## src/sv/afw_pkg.sv

```systemverilog
// ----------------------------------------------------------------------------
// afw_pkg: shared types and constants of the audio prefetch ring
// Word layouts, operation and result codes, controller/datapath bundles.
// ----------------------------------------------------------------------------
package afw_pkg;

  localparam int RING_DEPTH  = 16384;  // power of two
  localparam int PTR_W       = $clog2(RING_DEPTH);
  localparam int AVAIL_W     = PTR_W + 1;
  localparam int FADE_MAX    = 64;
  localparam int MAX_REQUEST = 64;
  localparam int REQ_W       = 7;
  localparam int THR_W       = 15;
  localparam int SMP_W       = 16;
  localparam int CNT_W       = 48;
  localparam int FRAME_W     = 2 * SMP_W;
  localparam int MUL_W       = SMP_W + REQ_W + 1;
  localparam int MAG_W       = 21;
  localparam int STEP_W      = $clog2(MAG_W);

  localparam logic [THR_W-1:0] THR_RESET = THR_W'(4096);

  localparam logic [1:0] OP_PUSH  = 2'd0;
  localparam logic [1:0] OP_PULL  = 2'd1;
  localparam logic [1:0] OP_END   = 2'd2;
  localparam logic [1:0] OP_SPARE = 2'd3;

  localparam logic [1:0] KIND_FRAME     = 2'd0;
  localparam logic [1:0] KIND_PUSH_OK   = 2'd1;
  localparam logic [1:0] KIND_PUSH_FULL = 2'd2;
  localparam logic [1:0] KIND_EOS       = 2'd3;

  typedef struct packed {
    logic [1:0]             operation;
    logic signed [SMP_W-1:0] left_in;
    logic signed [SMP_W-1:0] right_in;
    logic [REQ_W-1:0]       request_count;
  } in_t;

  typedef struct packed {
    logic [1:0]             kind;
    logic signed [SMP_W-1:0] left_out;
    logic signed [SMP_W-1:0] right_out;
    logic                   last;
    logic [CNT_W-1:0]       frames_consumed;
  } out_t;

  typedef struct packed {
    logic ld_in;
    logic do_op;
    logic single_emit;
    logic frame_start;
    logic rd_take;
    logic div_start;
    logic div_sel;
    logic div_take;
    logic frame_emit;
  } cmd_t;

  typedef struct packed {
    logic [1:0] op;
    logic       pull_end;
    logic       frame_real;
    logic       need_fin;
    logic       need_fout;
    logic       last_frame;
    logic       div_done;
    logic       slot_free;
  } sts_t;

endpackage

```

## src/sv/afw_ctrl.sv

```systemverilog
// ----------------------------------------------------------------------------
// afw_ctrl: item sequencer
// Steps each word through decode, ring access, fades and result delivery.
// ----------------------------------------------------------------------------
module afw_ctrl
  import afw_pkg::*;
(
  input  logic clk,
  input  logic rst,
  input  logic in_valid,
  output logic in_ready,
  input  sts_t sts,
  output cmd_t cmd
);

  localparam logic [3:0] S_IDLE   = 4'd0;
  localparam logic [3:0] S_DECIDE = 4'd1;
  localparam logic [3:0] S_SINGLE = 4'd2;
  localparam logic [3:0] S_FRAME  = 4'd3;
  localparam logic [3:0] S_RDW    = 4'd4;
  localparam logic [3:0] S_FIN    = 4'd5;
  localparam logic [3:0] S_FIN_W  = 4'd6;
  localparam logic [3:0] S_FOUT   = 4'd7;
  localparam logic [3:0] S_FOUT_W = 4'd8;
  localparam logic [3:0] S_EMIT   = 4'd9;

  logic [3:0] state, state_next;

  assign in_ready = (state == S_IDLE);

  always_comb begin
    cmd        = '0;
    state_next = state;
    case (state)
      S_IDLE: begin
        if (in_valid) begin
          cmd.ld_in  = 1'b1;
          state_next = S_DECIDE;
        end
      end
      S_DECIDE: begin
        cmd.do_op = 1'b1;
        if (sts.op == OP_PUSH) begin
          state_next = S_SINGLE;
        end else if (sts.op == OP_PULL) begin
          state_next = sts.pull_end ? S_SINGLE : S_FRAME;
        end else begin
          state_next = S_IDLE;
        end
      end
      S_SINGLE: begin
        if (sts.slot_free) begin
          cmd.single_emit = 1'b1;
          state_next      = S_IDLE;
        end
      end
      S_FRAME: begin
        cmd.frame_start = 1'b1;
        state_next      = sts.frame_real ? S_RDW : S_EMIT;
      end
      S_RDW: begin
        cmd.rd_take = 1'b1;
        state_next  = S_FIN;
      end
      S_FIN: begin
        if (sts.need_fin) begin
          cmd.div_start = 1'b1;
          state_next    = S_FIN_W;
        end else begin
          state_next = S_FOUT;
        end
      end
      S_FIN_W: begin
        if (sts.div_done) begin
          cmd.div_take = 1'b1;
          state_next   = S_FOUT;
        end
      end
      S_FOUT: begin
        if (sts.need_fout) begin
          cmd.div_start = 1'b1;
          cmd.div_sel   = 1'b1;
          state_next    = S_FOUT_W;
        end else begin
          state_next = S_EMIT;
        end
      end
      S_FOUT_W: begin
        if (sts.div_done) begin
          cmd.div_take = 1'b1;
          state_next   = S_EMIT;
        end
      end
      S_EMIT: begin
        if (sts.slot_free) begin
          cmd.frame_emit = 1'b1;
          state_next     = sts.last_frame ? S_IDLE : S_FRAME;
        end
      end
      default: state_next = S_IDLE;
    endcase
  end

  always_ff @(posedge clk) begin
    if (rst) begin
      state <= S_IDLE;
    end else begin
      state <= state_next;
    end
  end

endmodule

```

## config.mk

```make
export PLATFORM = sky130hd
export DESIGN_NAME = afw_ctrl
export DESIGN_NICKNAME = d
export VERILOG_FILES = /design/src/sv/afw_pkg.sv /design/src/sv/afw_ctrl.sv
export SDC_FILE = /design/constraint.sdc
export NUM_CORES = 1
export LEC_CHECK = 0
export BUFFER_PORTS_ARGS = -buffer_cell sky130_fd_sc_hd__buf_4
export CAP_MARGIN = 30
export CELL_PAD_IN_SITES_DETAIL_PLACEMENT = 1
export CELL_PAD_IN_SITES_GLOBAL_PLACEMENT = 1
export CORE_MARGIN = 2
export CORE_UTILIZATION = 34
export CTS_BUF_LIST = sky130_fd_sc_hd__clkbuf_2
export CTS_CLUSTER_SIZE = 20
export DETAILED_ROUTE_END_ITERATION = 8
export GPL_TIMING_DRIVEN = 0
export PLACE_DENSITY_LB_ADDON = 0.05
export SETUP_SLACK_MARGIN = 0.5
export SYNTH_ARGS = -nofsm -noshare
export SYNTH_HDL_FRONTEND = slang
export SYNTH_SLANG_ARGS = --single-unit
```

## constraint.sdc

```tcl
create_clock -name clk -period 1.5 [get_ports clk]
set_input_delay 0.225 -clock clk [delete_from_list [all_inputs] [get_ports clk]]
set_output_delay 0.225 -clock clk [all_outputs]
set_load 0.1 [all_outputs]
```

==> results of run 1 <==
-- cell usage after synthesis (all sizes together) (2+ instances only) --
library cell,n,area [sq um]
nor3b,2,15.0
inv,2,7.50
nand2,2,15.0
o21ai,4,20.0
a21oi,4,23.8
nor3,5,25.0
nor4b,2,23.8
dfxtp,4,80.1
buf,6,50.0
mux2i,3,30.0
a211oi,2,15.0
nor2b,2,12.5
nand2b,2,12.5
and3,2,12.5
nand3,3,20.0
and2,2,12.5
nor2,8,30.0
-- kinds of logic after synthesis --
kind of cell	after synthesis
buffers and inverters	8
AO/OA/AOI/OAI	17
flip-flops	4
AND/OR/NAND/NOR	39
multiplexers	3
-- metrics by stage --
| stage | util (%) | cell area (sq um) |
|---|---|---|
| after floorplan | - | 627 |
| after global placement | 53.4 | 805 |
| after detailed placement | 53.4 | 805 |
| after CTS | 74.3 | 1120 |
-- timing repair --
item                                    in CTS
setup buffers                                9
gates cloned                                 1
gates resized for setup                     48
pin swaps                                   10
endpoints found under the setup margin      14
==> run_results.csv, run 1 <==
group,metric,value,unit
outcome,outcome,"aborted with a tool error",
outcome,haltStage,"global routing (5_1_grt)",
outcome,tool.error,"[ERROR DPL-0033] detailed placement checks failed during check placement.",
global_routing,antenna_found_initial,0,
place,dp_slack,-35.9,ps
die,io_pins,22,
yosys,synth_compound_area_share,23.2,%
die,rows,14,
die,dieWidth,44.0,um
global_routing,grt_max_degree,11,
yosys,seq_area_frac_synth,14.7,%
cts,numClockSinks,4,
place,dp_cells,108,
yosys,yosys_warnings,0,
yosys,synth-edff-count,0,
timing,worstEndpointType,"primary output",
cts,cts_max_level,1,
cts,cts-root-buf,"clkbuf_2",
yosys,ys_ff_latch,4,
cts,clk_path_buf_depth,2,
yosys,synth_top_family_by_area,"simple AND/OR/NAND/NOR gates",
yosys,syn-cell-area,544,sq um
yosys,synth.avg_cell_area,7.67,sq um
timing,crit_endpoint,"cmd[1]",
yosys,synth_fa_ha_area_share,0,%
die,start_util,36.1,%
cts,cts_made_buffers,3,
yosys,synth_mux_area_share,5.52,%
die,die_h,44.0,um
cts,ctsHoldBuffers,0,
yosys,yosys.area_share.simple,46.0,%
yosys,synthXorXnorAreaFrac,0,%
yosys,synth_nets,83,
yosys,synth_flop_cell,"dfxtp_1",
place,port_buffers,21,
place,hpwlAfterDp,1.32,mm
yosys,ys_async_sr_fraction,0,%
yosys,syn_inst,71,
place,globalplace.congestion,0.786,
yosys,synth_cell_types,41,
==> run 2, diff against run 1 <==
- CELL_PAD_IN_SITES_DETAIL_PLACEMENT: 1 -> default
- CELL_PAD_IN_SITES_GLOBAL_PLACEMENT: 1 -> default
- CORE_AREA: default -> 2 2 63 65
- CORE_MARGIN: 2 -> default
- CORE_UTILIZATION: 34 -> default
- CTS_BUF_LIST: sky130_fd_sc_hd__clkbuf_2 -> default
- CTS_CLUSTER_SIZE: 20 -> default
- DIE_AREA: default -> 0 0 65 67
- PLACE_DENSITY_LB_ADDON: 0.05 -> 0.15
- SETUP_SLACK_MARGIN: 0.5 -> default
==> run 2 against run 1 <==
  * The flow now finishes, with violations (negative setup slack)
  * Synthesized cell count unchanged
  * Synthesized area unchanged
==> run_results.csv, run 2 <==
group,metric,value,unit
place,hpwlAfterDp,1.39,mm
die,rows,22,
cells_and_area,largest_register,"state",
yosys,synth-edff-count,0,
yosys,ys_ff_latch,4,
global_routing,antenna_found_initial,0,
power,ir_drop,0.294,mV
cts,numClockSinks,4,
critical_path,crit_start,"state[3]",
cells_and_area,final_nets,121,
outcome,violations,"negative setup slack",
place,port_buffers,21,
yosys,synth_cell_types,41,
routing,detail-route-antenna-nets,0,
cts,cts-root-buf,"clkbuf_8",
die,start_util,15.1,%
timing,worstMarginPinSlew,303,ps
timing,fin_skew,1.72,ps
yosys,syn-cell-area,544,sq um
routing,vias,658,
cts,cts_tree,"yes",
timing,final-max-slew-violation-count,0,
cts,clkSlewWorstSetupHoldPaths,30,ps
timing,period_minus_slack,1610,ps
global_routing,grt_max_degree,11,
critical_path,cp.depth,5,
cells_and_area,largest_reg_flops,4,
global_routing,grt_pass1_vias,619,
cells_and_area,top_regs,"state x4",
power,power.density,590,mW/mm^2
cts,clk_latency,210,ps
critical_path,crit_type,"reg2out",
critical_path,critPathCaptureType,"output port",
cts,clk_path_buf_depth,2,
timing,setup_viol,6,
critical_path,worst-path-buf-inv,2,
cts,cts_max_level,1,
yosys,ys_async_sr_fraction,0,%
critical_path,crit_chain,"buf_8, and2b_2, a21oi_4, nor3b_4, buf_12",
critical_path,cp_data_arrival_time,1380,ps
routing,wl_per_cell,12.4,um
hold_path,hold_path_class,"in2reg",
cells_and_area,layout_commonest_cell,"buf_4",
job,drv_cap,0,
routing,drtPass1Iterations,4,
critical_path,worstReg2RegStart,"state[0]",
cts,cts_made_buffers,3,
global_routing,grt.total_usage,8.90,%
critical_path,worstPathRequired,1270,ps
routing,drc,0,
routing,drtIter0Drc,13,
routing,routed_wl,1.93,mm
cells_and_area,fin_util,32.2,%
critical_path,critPathTopFamily,"simple AND/OR/NAND/NOR gates",
place,globalplace.congestion,0.834,
timing,post-route-period-util,107,%
timing,maxSlewHeadroom,79.6,%
cells_and_area,drive_above_1_share,62.6,%
yosys,syn_inst,71,
die,die_h,67,um
cells_and_area,final_cell_mix,"buf_4 (21), buf_6 (7), buf_12 (7), nor2_1 (7), buf_8 (4)",
yosys,synth.avg_cell_area,7.67,sq um
yosys,yosysTopAreaCell,"dfxtp_1",
critical_path,cp_slowest_stage_delay,350,ps
critical_path,rrSetupSlack,60,ps
timing,max_freq,0.622,GHz
outcome,outcome,"complete, but fails checks",
power,p_leak,0.000445,uW
critical_path,rr_endpoint,"state[0]",
cts,ctsHoldBuffers,0,
yosys,synth_nets,83,
critical_path,crit_end,"cmd[1]",
critical_path,r2r_cells,6,
global_routing,overflow,0,
die,die_area,0.00436,sq mm
timing,rsz0062_at_grt,"true",
routing,via_per_inst,4.25,
die,dieWidth,65,um
yosys,seq_area_frac_synth,14.7,%
yosys,synth_most_common_cell,"nor2_1",
die,io_pins,22,
timing,hold_violations,0,
global_routing,grt_pass1_wl,3.01,mm
yosys,synth_flop_cell,"dfxtp_1",
cells_and_area,antenna_cells,0,
yosys,synth_area_leaders,"dfxtp_1 (15%), mux2i_1 (5.5%), nor2_1 (5.5%)",
critical_path,startpoint_type,"register",
cells_and_area,areaGrowthSynthToFinish,114,%
yosys,synth_top_area_share,14.7,%
power,p_total,686,uW
yosys,netlist_top_cells_count,"nor2_1 (8), nor3_1 (5), dfxtp_1 (4)",
die,core_area,0.00361,sq mm
hold_path,min_path_cells,2,
critical_path,cp_max_fo,5,
critical_path,crit_path_top_delay_cell,"dfxtp_4",
yosys,yosys_warnings,0,
timing,worst_slack,-108,ps
[run 2: cell counts after synthesis]
Identical to the previous run, type by type.
[run 2: worst reg2reg max path, delay by kind of cell, from the launching register on]
kind / cells / cell delay (ps)
AOI/OAI and AO/OA: 3 / 450
and+or+nand+nor: 1 / 350
DFF: 1 / 310
buffers and inverters: 2 / 250
[run 2: cell families after synthesis]
group / after synthesis / synth area share (%)
AOI/OAI and AO/OA: 17 / 23.2
buffers and inverters: 8 / 10.6
DFF: 4 / 14.7
and+or+nand+nor: 39 / 46.0
muxes: 3 / 5.52
[run 2: cell type report]
class,instances,area (sq um)
flip-flops and latches,4,91.3
plain buffers,5,76.3
well taps,48,60.1
repair buffers,34,360
inverters,2,12.5
fillers,384,2440
clock buffers,3,41.3
multi-input cells,59,520
[run 2: worst min-delay path by stage]
stage | from | slack (ps) | to
after floorplan | rst | 290 | state[2]
after global placement | rst | 440 | state[2]
after detailed placement | rst | 440 | state[2]
after CTS | rst | 220 | state[2]
after global routing | rst | 220 | state[2]
final | rst | 220 | state[2]
[run 2: what timing repair did]
item,in CTS,in global routing
resized for setup,31,22
pin swaps,4,7
endpoints found under the setup margin,9,11
setup buffers,7,6
[run 2: metal layers]
| layer | track usage, % | up-vias | routed length, um |
|---|---|---|---|
| li1 | - | 339 | - |
| met1 | 12.4 | 302 | 896 |
| met2 | 14.3 | 17 | 951 |
| met3 | 2.20 | 0 | 80 |
| met4 | 0.798 | 0 | 0 |
| met5 | 0 | - | 0 |
[run 2: through the flow]
stage / area, sq um / cells / hold slack, ps / setup WS (ps) / TNS [ps]
after CTS: 1030 / 150 / 218 / -149 / -663
after floorplan: 608 / 71 / 294 / -861 / -3860
after detailed placement: 826 / 140 / 443 / -124 / -174
after global routing: 1160 / 155 / 219 / -155 / -701
final: 1160 / 155 / 217 / -108 / -240
after global placement: 826 / 140 / 435 / -131 / -211
[run 2: report_power, final]
part           internal [uW]  switching (uW)
clock network            170            46.8
registers                109            4.96
logic                    151             204
total                    430             256
No activity file was read; power rests on OpenSTA's default activity.
==> run 3, diff against run 2 <==
- CAP_MARGIN: 30 -> 20
- PLACE_DENSITY_LB_ADDON: 0.15 -> default
==> run 3 against run 2 <==
  * Sequential share of layout area is 0.47 points lower
  * Final area up 7.8%
  * Clock skew about the same
  * Critical path depth unchanged
  * Global-route usage increased by 0.31 points
  * First-iteration DRC count up 38%
  * Sequential power rose by 6%
  * Non-clock buffer count increased by 9
  * Power up 11%
  * Wire length increased by 17%
  * The flow still finishes with violations (negative setup slack)
==> run_results.csv, run 3 (synthesis results as in run 2) <==
group,metric,value,unit
outcome,outcome,"complete, but fails checks",
outcome,violations,"negative setup slack",
critical_path,critPathTopFamily,"simple AND/OR/NAND/NOR gates",
cells_and_area,final_nets,130,
power,p_leak,0.000498,uW
place,globalplace.congestion,0.928,
place,dp_cells,140,
hold_path,min_path_cells,2,
cts,cts-root-buf,"clkbuf_8",
place,dp_slack,-98.7,ps
cells_and_area,largest_register,"state",
timing,post-route-period-util,107,%
global_routing,antenna_found_initial,0,
cts,numClockSinks,4,
cts,clk_path_buf_depth,2,
power,internal_power,467,uW
timing,final-max-slew-violation-count,0,
cells_and_area,antenna_cells,0,
global_routing,grt_pass1_vias,681,
critical_path,crit_chain,"buf_8, and3_4, a21oi_2, nor3b_4, buf_12",
critical_path,crit_path_top_delay_cell,"dfxtp_4",
hold_path,hold_start,"rst",
critical_path,r2r_cells,6,
routing,drtPass1Iterations,4,
routing,drtIter0Drc,18,
critical_path,critPathCaptureType,"output port",
timing,period_minus_slack,1600,ps
die,rows,22,
cells_and_area,fin_cells,164,
die,dieWidth,65,um
cells_and_area,top_regs,"state x4",
critical_path,cp_max_fo,6,
cells_and_area,layout_commonest_cell,"buf_4",
cts,cts_max_level,1,
global_routing,grt_max_degree,10,
die,die_area,0.00436,sq mm
power,comb_power_share,53.2,%
power,ir_drop,0.240,mV
cells_and_area,fin_util,34.7,%
critical_path,cp.depth,5,
job,drv_cap,0,
global_routing,grt.total_usage,9.20,%
routing,detail-route-antenna-nets,0,
place,port_buffers,21,
timing,fin_skew,1.24,ps
routing,via_per_inst,4.47,
cells_and_area,drive_above_1_share,68.1,%
critical_path,crit_start,"state[2]",
critical_path,startpoint_type,"register",
timing,rsz0062_at_grt,"true",
power,p_sw_share,38.4,%
place,placed_area,826,sq um
critical_path,cp_data_arrival_time,1380,ps
routing,routed_wl,2.25,mm
die,io_pins,22,
die,core_area,0.00361,sq mm
timing,hold_violations,0,
power,power.density,606,mW/mm^2
timing,setup_viol,7,
cts,clkSlewWorstSetupHoldPaths,30,ps
power,power_switching,291,uW
power,p_clk_share,30.8,%
critical_path,cp_slowest_stage_delay,380,ps
cells_and_area,nFillCells,354,
timing,max_freq,0.624,GHz
cells_and_area,largest_reg_flops,4,
place,hpwlAfterDp,1.31,mm
critical_path,worstPathRequired,1270,ps
timing,worstMarginPinSlew,333,ps
cells_and_area,final_cell_mix,"buf_4 (31), buf_12 (9), nor2_1 (6), buf_6 (5)",
routing,vias,733,
routing,drc,0,
global_routing,overflow,0,
cts,ctsHoldBuffers,0,
die,die_h,67,um
die,start_util,15.1,%
critical_path,worst-path-buf-inv,2,
cts,cts_tree,"yes",
cells_and_area,areaGrowthSynthToFinish,130,%
routing,wl_per_cell,13.7,um
hold_path,hold_path_class,"in2reg",
cts,cts_made_buffers,3,
cells_and_area,design_area,0.00125,sq mm
critical_path,crit_type,"reg2out",
timing,maxSlewHeadroom,77.6,%
cts,clk_latency,220,ps
global_routing,grt_pass1_wl,3.07,mm
timing,worst_slack,-102,ps
power,pwr-share-seq,15.9,%
critical_path,worstReg2RegStart,"state[2]",
==> run 3: worst register-to-register path, stage by stage (launching register included) <==
cell,delay (ps)
dfxtp_4,360
buf_4,140
buf_4,120
nor4b_2,250
a211oi_1,80
o31a_1,280
o221ai_2,170
==> run 3: what timing repair did <==
| action | CTS | global route |
|---|---|---|
| resized for setup | 40 | 18 |
| pin swaps | 6 | 9 |
| endpoints found under the setup margin | 9 | 12 |
| buffers inserted | 11 | 12 |
==> run 3: power groups by stage <==
stage	registers [uW]	clock network, uW	logic (uW)
6_report	121	234	404
5_1_grt	122	242	420
4_1_cts	123	235	309
3_5_place_dp	116	0	273
3_3_place_gp	116	0	271
2_1_floorplan	116	0	205
==> run 3: final timing paths <==
kind                    to  slack [ps]
setup / recovery    cmd[1]        -100
hold / removal    state[2]         220
setup reg to reg  state[1]          10
hold reg to reg   state[1]         640
==> run 3: metrics by stage <==
stage | setup TNS, ps | hold slack, ps | total power [uW]
finish | -302 | 221 | 758
global route | -668 | 226 | 784
floorplan | -3860 | 294 | 321
detailed placement | -132 | 435 | 389
global placement | -137 | 431 | 387
CTS | -572 | 204 | 667
==> run 3: layout make-up <==
class	count	area [sq um]	area share, %
Multi-Input combinational cell	59	532	42.5
Timing Repair Buffer	44	458	36.6
Sequential cell	4	92.6	7.39
Tap cell	48	60.1	4.80
Buffer	4	56.3	4.50
Clock buffer	3	41.3	3.30
Inverter	2	12.5	0.999
==> run 3: per-layer routing <==
layer / global-route usage, % / vias up / part of all wire [%]
met5: 0 / - / 0
met4: 6.65 / 0 / 2.8
met3: 1.18 / 7 / 4.3
met2: 16.0 / 29 / 53
met1: 10.3 / 343 / 40
li1: - / 354 / -
